File: src/sv/blc_pkg.sv
// Shared types and constants of the button long-press and LED controller.
package blc_pkg;

   // Item kinds carried on req_tuser
   localparam logic [1:0] KIND_TICK  = 2'd0;
   localparam logic [1:0] KIND_START = 2'd1;
   localparam logic [1:0] KIND_STOP  = 2'd2;

   // Requested tick rate codes
   localparam logic [1:0] RATE_STOPPED = 2'd0;
   localparam logic [1:0] RATE_1S      = 2'd1;
   localparam logic [1:0] RATE_100MS   = 2'd2;
   localparam logic [1:0] RATE_50MS    = 2'd3;

   // Configuration register indexes
   localparam logic [1:0] CSR_RESET_HOLD   = 2'd0;
   localparam logic [1:0] CSR_PAIR_HOLD    = 2'd1;
   localparam logic [1:0] CSR_PAIR_SESSION = 2'd2;

   localparam logic [7:0]  RESET_HOLD_DEFAULT   = 8'd20;
   localparam logic [7:0]  PAIR_HOLD_DEFAULT    = 8'd30;
   localparam logic [11:0] PAIR_SESSION_DEFAULT = 12'd2400;

   // Blink pattern lengths
   localparam logic [3:0] RESET_BLINK_LAST = 4'd9;   // 10 phases
   localparam logic [7:0] PAIR_BLINK_LAST  = 8'd19;  // 20 phases

   typedef enum logic [2:0] {
      RST_IDLE  = 3'b001,
      RST_HELD  = 3'b010,
      RST_ARMED = 3'b100
   } reset_stage_type;

   typedef enum logic [2:0] {
      PAIR_NONE    = 3'b001,
      PAIR_DETECT  = 3'b010,
      PAIR_SESSION = 3'b100
   } pair_stage_type;

   typedef struct packed {
      reset_stage_type reset_stage;
      logic [7:0]      reset_count;
      logic [3:0]      blink_phase;
      pair_stage_type  pair_stage;
      logic [7:0]      pair_count;
      logic [7:0]      pair_rehold_count;
      logic [11:0]     session_left;
      logic            power_led;
      logic            pair_led;
      logic [1:0]      rate;
   } state_type;

   typedef struct packed {
      logic [7:0]  reset_hold_ticks;
      logic [7:0]  pair_hold_ticks;
      logic [11:0] pair_session_ticks;
   } cfg_type;

   typedef struct packed {
      logic [1:0] kind;
      logic       reset_button;
      logic       pair_button;
      logic       pair_allowed;
      logic       test_mode;
      logic       session_ended;
   } item_type;

   typedef struct packed {
      logic       power_led;
      logic       pair_led;
      logic [1:0] tick_rate;
      logic       start_pairing;
      logic       stop_pairing;
      logic       factory_reset;
      logic       test_reset_seen;
      logic       test_pair_seen;
   } result_type;

endpackage

File: src/sv/blc_step.sv
// Next-state and result logic for one item of the button/LED controller.
module blc_step (
   input  blc_pkg::state_type  state_i,
   input  blc_pkg::cfg_type    cfg_i,
   input  blc_pkg::item_type   item_i,
   output blc_pkg::state_type  state_o,
   output blc_pkg::result_type result_o
);

   always_comb begin
      blc_pkg::state_type  s;
      blc_pkg::result_type r;
      logic [8:0]          n;
      logic                pressed;
      logic                done;

      s       = state_i;
      r       = '0;
      n       = '0;
      done    = 1'b0;
      pressed = item_i.pair_button & item_i.pair_allowed;

      unique case (item_i.kind)
         blc_pkg::KIND_TICK: begin
            // reset button section, only while no pairing activity
            if (s.pair_stage == blc_pkg::PAIR_NONE) begin
               if (item_i.reset_button) begin
                  if (item_i.test_mode) begin
                     r.test_reset_seen = 1'b1;
                  end else if (s.reset_stage == blc_pkg::RST_IDLE) begin
                     s.reset_stage = blc_pkg::RST_HELD;
                     s.reset_count = '0;
                     s.blink_phase = '0;
                     s.rate        = blc_pkg::RATE_100MS;
                  end else begin
                     n = {1'b0, s.reset_count} + 9'd1;
                     s.reset_count = n[8] ? 8'hFF : n[7:0];
                     s.blink_phase = (s.blink_phase >= blc_pkg::RESET_BLINK_LAST) ?
                                     4'd0 : s.blink_phase + 4'd1;
                     if (n > {1'b0, cfg_i.reset_hold_ticks}) begin
                        s.reset_stage = blc_pkg::RST_ARMED;
                     end
                     if (s.reset_stage == blc_pkg::RST_ARMED) begin
                        s.power_led = !((s.blink_phase == 4'd0) ||
                                        (s.blink_phase == 4'd5) ||
                                        (s.blink_phase == 4'd6));
                     end
                  end
               end else if (s.reset_stage == blc_pkg::RST_HELD) begin
                  // short hold: cancel
                  s.reset_stage = blc_pkg::RST_IDLE;
                  s.reset_count = '0;
                  s.power_led   = 1'b1;
                  s.rate        = blc_pkg::RATE_1S;
               end else if (s.reset_stage == blc_pkg::RST_ARMED) begin
                  // armed and released: fire
                  s.power_led       = 1'b0;
                  s.rate            = blc_pkg::RATE_STOPPED;
                  r.factory_reset   = 1'b1;
                  s.reset_stage     = blc_pkg::RST_IDLE;
                  s.reset_count     = '0;
                  s.blink_phase     = '0;
               end
            end

            if (s.reset_stage != blc_pkg::RST_IDLE) begin
               done = 1'b1;
            end

            if (!done && s.pair_stage != blc_pkg::PAIR_SESSION) begin
               done = 1'b1;
               if (pressed) begin
                  if (item_i.test_mode) begin
                     r.test_pair_seen = 1'b1;
                  end else if (s.pair_stage == blc_pkg::PAIR_NONE) begin
                     s.pair_stage = blc_pkg::PAIR_DETECT;
                     s.pair_count = '0;
                     s.rate       = blc_pkg::RATE_50MS;
                  end else begin
                     n = {1'b0, s.pair_count} + 9'd1;
                     s.pair_count = n[8] ? 8'hFF : n[7:0];
                     if (n > {1'b0, cfg_i.pair_hold_ticks}) begin
                        s.pair_stage        = blc_pkg::PAIR_SESSION;
                        s.pair_count        = '0;
                        s.pair_rehold_count = '0;
                        r.start_pairing     = 1'b1;
                        s.session_left      = cfg_i.pair_session_ticks;
                     end
                  end
               end else if (s.pair_stage == blc_pkg::PAIR_DETECT) begin
                  s.pair_stage = blc_pkg::PAIR_NONE;
                  s.pair_count = '0;
                  s.power_led  = 1'b1;
                  s.rate       = blc_pkg::RATE_1S;
               end
            end

            if (!done) begin
               // running session: re-hold restarts it
               if (pressed) begin
                  n = {1'b0, s.pair_rehold_count} + 9'd1;
                  s.pair_rehold_count = n[8] ? 8'hFF : n[7:0];
                  if (n > {1'b0, cfg_i.pair_hold_ticks}) begin
                     s.pair_rehold_count = '0;
                     r.start_pairing     = 1'b1;
                     s.session_left      = cfg_i.pair_session_ticks;
                  end
               end
               if (!item_i.session_ended) begin
                  s.session_left = s.session_left - 12'd1;
               end
               if (item_i.session_ended || s.session_left == '0) begin
                  s.session_left = '0;
                  s.pair_stage   = blc_pkg::PAIR_NONE;
                  s.pair_count   = '0;
                  s.pair_led     = 1'b1;
                  s.power_led    = 1'b1;
                  s.rate         = blc_pkg::RATE_1S;
                  r.stop_pairing = 1'b1;
               end else begin
                  s.pair_count = (s.pair_count >= blc_pkg::PAIR_BLINK_LAST) ?
                                 8'd0 : s.pair_count + 8'd1;
                  s.pair_led   = !s.pair_count[0] && (s.pair_count > 8'd10);
               end
            end
         end
         blc_pkg::KIND_START: begin
            s.pair_stage        = blc_pkg::PAIR_SESSION;
            s.pair_count        = '0;
            s.pair_rehold_count = '0;
            s.session_left      = cfg_i.pair_session_ticks;
            s.rate              = blc_pkg::RATE_50MS;
         end
         blc_pkg::KIND_STOP: begin
            s.pair_stage        = blc_pkg::PAIR_NONE;
            s.pair_count        = '0;
            s.pair_rehold_count = '0;
            s.session_left      = 12'd1;
            s.rate              = blc_pkg::RATE_1S;
            s.pair_led          = 1'b1;
            s.power_led         = 1'b1;
         end
         default: begin
            // unknown kind: hold state, report as is
         end
      endcase

      r.power_led = s.power_led;
      r.pair_led  = s.pair_led;
      r.tick_rate = s.rate;

      state_o  = s;
      result_o = r;
   end

endmodule

File: src/sv/button_long_press_led_controller_core.sv
// Top level of the button long-press and LED controller: state, config and output buffer.
//
// Each accepted req_ transfer is one event: a tick sample of the reset and pairing
// buttons (req_tuser = 0) or an external pairing start (1) or stop (2); kind 3 changes
// nothing. Every input transfer yields exactly one rsp_ transfer with the LED states,
// the requested tick rate and the command pulses (start_pairing, stop_pairing,
// factory_reset) plus the test-mode press reports. The controller state is updated
// in the cycle an item is accepted, by single-pass logic, and the result lands in a
// two-entry output buffer (output register plus skid register), so one item is taken
// every clock cycle as long as the result side drains; the result is registered into the
// output register, or the skid register while that one is full. req_tready drops only
// while both buffer entries are full. Config registers are written through csr_ with
// csr_wen; index 3 is ignored. Write them only while no result is pending.
module button_long_press_led_controller_core (
   input  logic        clock,
   input  logic        reset,
   // input stream
   input  logic        req_tvalid,
   output logic        req_tready,
   // [0] reset_button, [1] pair_button, [2] pair_allowed, [3] test_mode,
   // [4] session_ended, [7:5] zero
   input  logic [7:0]  req_tdata,
   // [1:0] kind
   input  logic [1:0]  req_tuser,
   // result stream
   output logic        rsp_tvalid,
   input  logic        rsp_tready,
   // [0] power_led, [1] pair_led, [3:2] tick_rate, [4] start_pairing,
   // [5] stop_pairing, [6] factory_reset, [7] test_reset_seen,
   // [8] test_pair_seen, [15:9] zero
   output logic [15:0] rsp_tdata,
   // config write port
   input  logic        csr_wen,
   input  logic [1:0]  csr_addr,
   input  logic [11:0] csr_wdata
);

   blc_pkg::state_type  state_ff, state_in;
   blc_pkg::cfg_type    cfg_ff;
   blc_pkg::item_type   item;
   blc_pkg::result_type result_in;
   blc_pkg::result_type out_data_ff, skid_data_ff;
   logic                out_valid_ff, skid_valid_ff;
   logic                req_xfer, rsp_xfer;

   // Unpack the input transfer
   assign item.kind          = req_tuser;
   assign item.reset_button  = req_tdata[0];
   assign item.pair_button   = req_tdata[1];
   assign item.pair_allowed  = req_tdata[2];
   assign item.test_mode     = req_tdata[3];
   assign item.session_ended = req_tdata[4];

   assign req_tready = !skid_valid_ff;
   assign req_xfer   = req_tvalid && req_tready;
   assign rsp_xfer   = rsp_tvalid && rsp_tready;

   blc_step u_step (
      .state_i  (state_ff),
      .cfg_i    (cfg_ff),
      .item_i   (item),
      .state_o  (state_in),
      .result_o (result_in)
   );

   // Controller state: advance only on an accepted transfer
   always_ff @(posedge clock) begin
      if (reset) begin
         state_ff.reset_stage       <= blc_pkg::RST_IDLE;
         state_ff.reset_count       <= '0;
         state_ff.blink_phase       <= '0;
         state_ff.pair_stage        <= blc_pkg::PAIR_NONE;
         state_ff.pair_count        <= '0;
         state_ff.pair_rehold_count <= '0;
         state_ff.session_left      <= '0;
         state_ff.power_led         <= 1'b1;
         state_ff.pair_led          <= 1'b1;
         state_ff.rate              <= blc_pkg::RATE_1S;
      end else if (req_xfer) begin
         state_ff <= state_in;
      end
   end

   // Config registers
   always_ff @(posedge clock) begin
      if (reset) begin
         cfg_ff.reset_hold_ticks   <= blc_pkg::RESET_HOLD_DEFAULT;
         cfg_ff.pair_hold_ticks    <= blc_pkg::PAIR_HOLD_DEFAULT;
         cfg_ff.pair_session_ticks <= blc_pkg::PAIR_SESSION_DEFAULT;
      end else if (csr_wen) begin
         unique case (csr_addr)
            blc_pkg::CSR_RESET_HOLD:   cfg_ff.reset_hold_ticks   <= csr_wdata[7:0];
            blc_pkg::CSR_PAIR_HOLD:    cfg_ff.pair_hold_ticks    <= csr_wdata[7:0];
            blc_pkg::CSR_PAIR_SESSION: cfg_ff.pair_session_ticks <= csr_wdata;
            default: begin
               // no register there: drop the write
            end
         endcase
      end
   end

   // Output register plus skid register
   always_ff @(posedge clock) begin
      if (reset) begin
         out_valid_ff  <= 1'b0;
         skid_valid_ff <= 1'b0;
      end else if (rsp_xfer) begin
         if (skid_valid_ff) begin
            // skid full means no new transfer this cycle: promote skid
            skid_valid_ff <= 1'b0;
         end else begin
            out_valid_ff <= req_xfer;
         end
      end else if (req_xfer) begin
         if (!out_valid_ff) begin
            out_valid_ff <= 1'b1;
         end else begin
            skid_valid_ff <= 1'b1;
         end
      end
   end

   always_ff @(posedge clock) begin
      if (rsp_xfer) begin
         if (skid_valid_ff) begin
            out_data_ff <= skid_data_ff;
         end else if (req_xfer) begin
            out_data_ff <= result_in;
         end
      end else if (req_xfer) begin
         if (!out_valid_ff) begin
            out_data_ff <= result_in;
         end else begin
            skid_data_ff <= result_in;
         end
      end
   end

   assign rsp_tvalid = out_valid_ff;
   assign rsp_tdata  = {7'd0,
                        out_data_ff.test_pair_seen,
                        out_data_ff.test_reset_seen,
                        out_data_ff.factory_reset,
                        out_data_ff.stop_pairing,
                        out_data_ff.start_pairing,
                        out_data_ff.tick_rate,
                        out_data_ff.pair_led,
                        out_data_ff.power_led};

   // Skid entry is only ever filled behind a full output register
   assert property (@(posedge clock) disable iff (reset)
      skid_valid_ff |-> out_valid_ff)
      else $error("skid entry valid with empty output register");

   // A fired factory reset leaves the reset sequence idle and the LED off; a pairing
   // press in the same tick may still change the rate
   assert property (@(posedge clock) disable iff (reset)
      (req_xfer && result_in.factory_reset) |=>
         (state_ff.reset_stage == blc_pkg::RST_IDLE) && !state_ff.power_led)
      else $error("factory reset did not settle reset state");

   // Pairing blink phase stays within its 20-phase pattern during a session
   assert property (@(posedge clock) disable iff (reset)
      (state_ff.pair_stage == blc_pkg::PAIR_SESSION) |->
         (state_ff.pair_count <= blc_pkg::PAIR_BLINK_LAST))
      else $error("pairing blink phase out of range");

endmodule
File: config.mk
export PLATFORM = sky130hd
export DESIGN_NAME = button_long_press_led_controller_core
export DESIGN_NICKNAME = d
export VERILOG_FILES = /design/src/sv/blc_pkg.sv /design/src/sv/blc_step.sv /design/src/sv/button_long_press_led_controller_core.sv
export SDC_FILE = /design/constraint.sdc
export NUM_CORES = 1
export LEC_CHECK = 0
export ABC_CLOCK_PERIOD_IN_PS = 21900
export BUFFER_PORTS_ARGS = -buffer_cell sky130_fd_sc_hd__clkbuf_2
export CORE_MARGIN = 10
export CORE_UTILIZATION = 40
export DETAILED_ROUTE_END_ITERATION = 7
export PLACE_DENSITY = 0.64
export SLEW_MARGIN = 20
export SYNTH_ARGS = -nofsm -noshare
export SYNTH_HDL_FRONTEND = slang
export SYNTH_SLANG_ARGS = --single-unit
File: constraint.sdc
create_clock -name clock -period 21.9 [get_ports clock]
set_clock_uncertainty 0.15 [all_clocks]
set_input_delay 6.57 -clock clock [delete_from_list [all_inputs] [get_ports clock]]
set_output_delay 6.57 -clock clock [all_outputs]
set_load 0.02 [all_outputs]
==> results.cfg <==
[pwr]
p_int_mw = 0.298
powerDensity_nw_per_um2 = 54.9
power_frac_seq_pct = 45.3
switching_share_pct = 30.9
combPwrFrac_pct = 17.8
p_clk_share_pct = 36.8
cellLeakagePower_nw = 3.05
power_switching_mw = 0.133
vdd_drop_max_v = 0.0000451

[setup_path]
worstPathArrival_ns = 15.13
cp_top_family = simple AND/OR/NAND/NOR gates
startpoint_type = input pin
path_buf_inv = 1
crit_type = input pin to flip-flop
cp_slowest_stage_delay_ns = 0.81
path_max_fanout = 25
cp.required_ns = 21.86
cp-end-kind = flip-flop
critPathSlowestCell = a31oi_4

[global_route]
grt_pass1_vias = 6350
grt_pass1_wl_um = 33200
track_usage_pct = 16.5
grt_overflow = 0
grt_max_degree = 68
antenna_found_initial = 0

[route]
viasPerCell = 5.95
route.detailed.drc = 0
wire_per_inst_um = 17.2
ant_nets = 0
drt_iter0_drc = 715
first_pass_iters = 5
routed_wl_um = 20500
via_count = 7083

[sta]
rsz0062_at_grt = no
fmax_ghz = 0.0659
tns_ns = 0
post-route-min-period_ns = 15.17
timing_hold_violations_final = 0
worst_pin_slew_ns = 0.904
fin_crit_sh_pct = 69.2
slew_headroom_pct = 39.7
slew_violations = 0
finalSetupViolations = 0

[cts]
tritoncts = done
numCtsBuffers = 9
path_clk_slew_ns = 0.07
clock_latency_ns = 0.36
cts_setup_buffers = 0
clockBufferDepth = 2
cts.sink_count = 98
cts_hold_buf = 0
cts.htree.levels = 3
clockRootBuffer = clkbuf_16
cts_resized = 0

[layout]
utilization_pct = 43.7
diodes = 0
layout.nets = 1021
area_delta_synth_final_pct = 7.61
drive_gt1_share_pct = 8.84

[die]
fp.dieArea_um2 = 24100
dieHeight_um = 155
rows = 49
initial_utilization_pct = 40.7
boundaryPins = 47
core-area_um2 = 18000
die_w_um = 155

[synth]
synth_cell_type_count = 86
synthSimpleGateAreaFrac_pct = 24.7
ys_ff_latch = 98
synth_top_area_share_pct = 21.9
synth_common_cells = nand2_1 (119), nor2_1 (101), a21oi_1 (93)
ys_seq_area_share_pct = 29.3
synthXorXnorAreaFrac_pct = 4.08
synth_area_leader_cell = dfxtp_1
yosys.area_share.adder_pct = 6.30
synth_top_family_by_area = compound AO/OA/AOI/OAI gates
netlist_area_um2 = 7300
yosys_warnings = 0
synth-compound-area-share_pct = 26.5
synthFlopType = dfxtp_1
synthTopCellsByArea = dfxtp_1 (22%), edfxtp_1 (7.4%), a21oi_1 (6.4%)
syn_area_per_cell_um2 = 7.62
muxShareOfSynthArea_pct = 3.39
syn-instance-count = 958
synth_edf_count = 18
synth_most_common_cell = nand2_1
async_flop_share_pct = 0

[job]
cap_viol_max_count = 0

[outcome]
status = completed

[place]
place_hpwl_um = 14800
place_congestion = 0.934
port-buffer-count = 36

[hold_path]
worst_hold_path_type = flip-flop to flip-flop
## layout make-up
| cell class | count | area (µm²) |
|---|---|---|
| timing repair buffer | 40 | 210 |
| inverter | 42 | 158 |
| fill | 1842 | 10100 |
| tap | 229 | 287 |
| clock buffer | 11 | 243 |
| sequential | 98 | 2140 |
| clock inverter | 5 | 46.3 |
| multi-input combinational | 765 | 4770 |
## kinds of logic after synthesis
logic type,Yosys count
and+or+nand+nor,376
AOI/OAI and AO/OA,287
buffers and inverters,101
DFF,98
adders and majority gates,37
xor gates and xnor gates,34
muxes,24
other,1
## layer usage
layer | up-vias | share of wire (%) | routed length (µm) | GRT usage (%)
li1 | 3502 | - | - | -
met1 | 3342 | 48 | 9800 | 22.9
met2 | 220 | 45 | 9220 | 25.7
met3 | 19 | 5.9 | 1200 | 3.14
met4 | 0 | 1.3 | 257 | 4.32
met5 | - | 0 | 0 | 0
## sequential cells by signal (all words and copies together) (netlist names)
signal and flops:
cfg_ff 28, skid_data_ff 9, rsp_tdata 9, rsp_tvalid 1
skid_valid_ff 1, state_ff 50
## worst min-delay path, cell delays in order (launching register included)
cell	delay [ns]
dfxtp_1	0.34
nand2_1	0.06
a21oi_1	0.05
## power by group through the flow
| stage | Sequential, mW | Clock [mW] | Combinational, mW |
|---|---|---|---|
| after floorplan | 0.198 | 0 | 0.0572 |
| after CTS | 0.195 | 0.163 | 0.0762 |
| final | 0.195 | 0.159 | 0.0768 |
| after global routing | 0.196 | 0.169 | 0.0852 |
| after detailed placement | 0.199 | 0 | 0.0759 |
| after global placement | 0.199 | 0 | 0.0755 |
## layout by cell type, fill, tap and decap left out, types with 7 or more instances in the layout
cell | netlist | layout
or3_1 | 8 | 8
a211oi_1 | 15 | 15
clkbuf_2 | 0 | 36
edfxtp_1 | 18 | 18
o31ai_1 | 10 | 10
ha_1 | 36 | 36
nand4_1 | 10 | 10
nor3_1 | 27 | 27
conb_1 | 1 | 7
xor2_1 | 10 | 10
and3_1 | 17 | 17
dfxtp_1 | 80 | 80
nor4_1 | 11 | 11
nor2_1 | 101 | 101
mux2i_1 | 18 | 18
inv_1 | 42 | 42
a22oi_1 | 10 | 10
nand2_1 | 119 | 119
a21oi_1 | 93 | 93
nand2b_1 | 11 | 11
nand3_1 | 26 | 26
xnor2_1 | 24 | 24
o21ai_0 | 55 | 55
a31oi_1 | 7 | 7
clkbuf_16 | 0 | 9
o211ai_1 | 11 | 11
or2_2 | 7 | 7
## path summary, 6_finish.rpt
path,startpoint,depth (start not counted),slack [ns],end
setup / recovery,req_tdata[0],29,6.73,rsp_tdata[0]$_DFFE_PP_
hold / removal,state_ff[40]$_SDFFE_PP0P_,2,0.34,state_ff[40]$_SDFFE_PP0P_
setup reg to reg,state_ff[39]$_SDFFE_PP0P_,32,11.93,rsp_tdata[0]$_DFFE_PP_
hold reg to reg,state_ff[40]$_SDFFE_PP0P_,2,0.34,state_ff[40]$_SDFFE_PP0P_
## through the flow
stage / hold slack [ns] / power, mW / std cells / worst slack, ns / cell area (µm²)
5_1_grt: 0.371 / 0.451 / 1190 / 6.19 / 7860
6_report: 0.340 / 0.431 / 1190 / 6.73 / 7860
3_5_place_dp: 0.332 / 0.275 / 1174 / 6.47 / 7570
2_1_floorplan: 0.308 / 0.255 / 964 / 7.85 / 7330
4_1_cts: 0.342 / 0.434 / 1190 / 6.78 / 7860
3_3_place_gp: 0.324 / 0.275 / 1174 / 6.52 / 7570
Note: power is estimated with default switching activity, not from simulation.
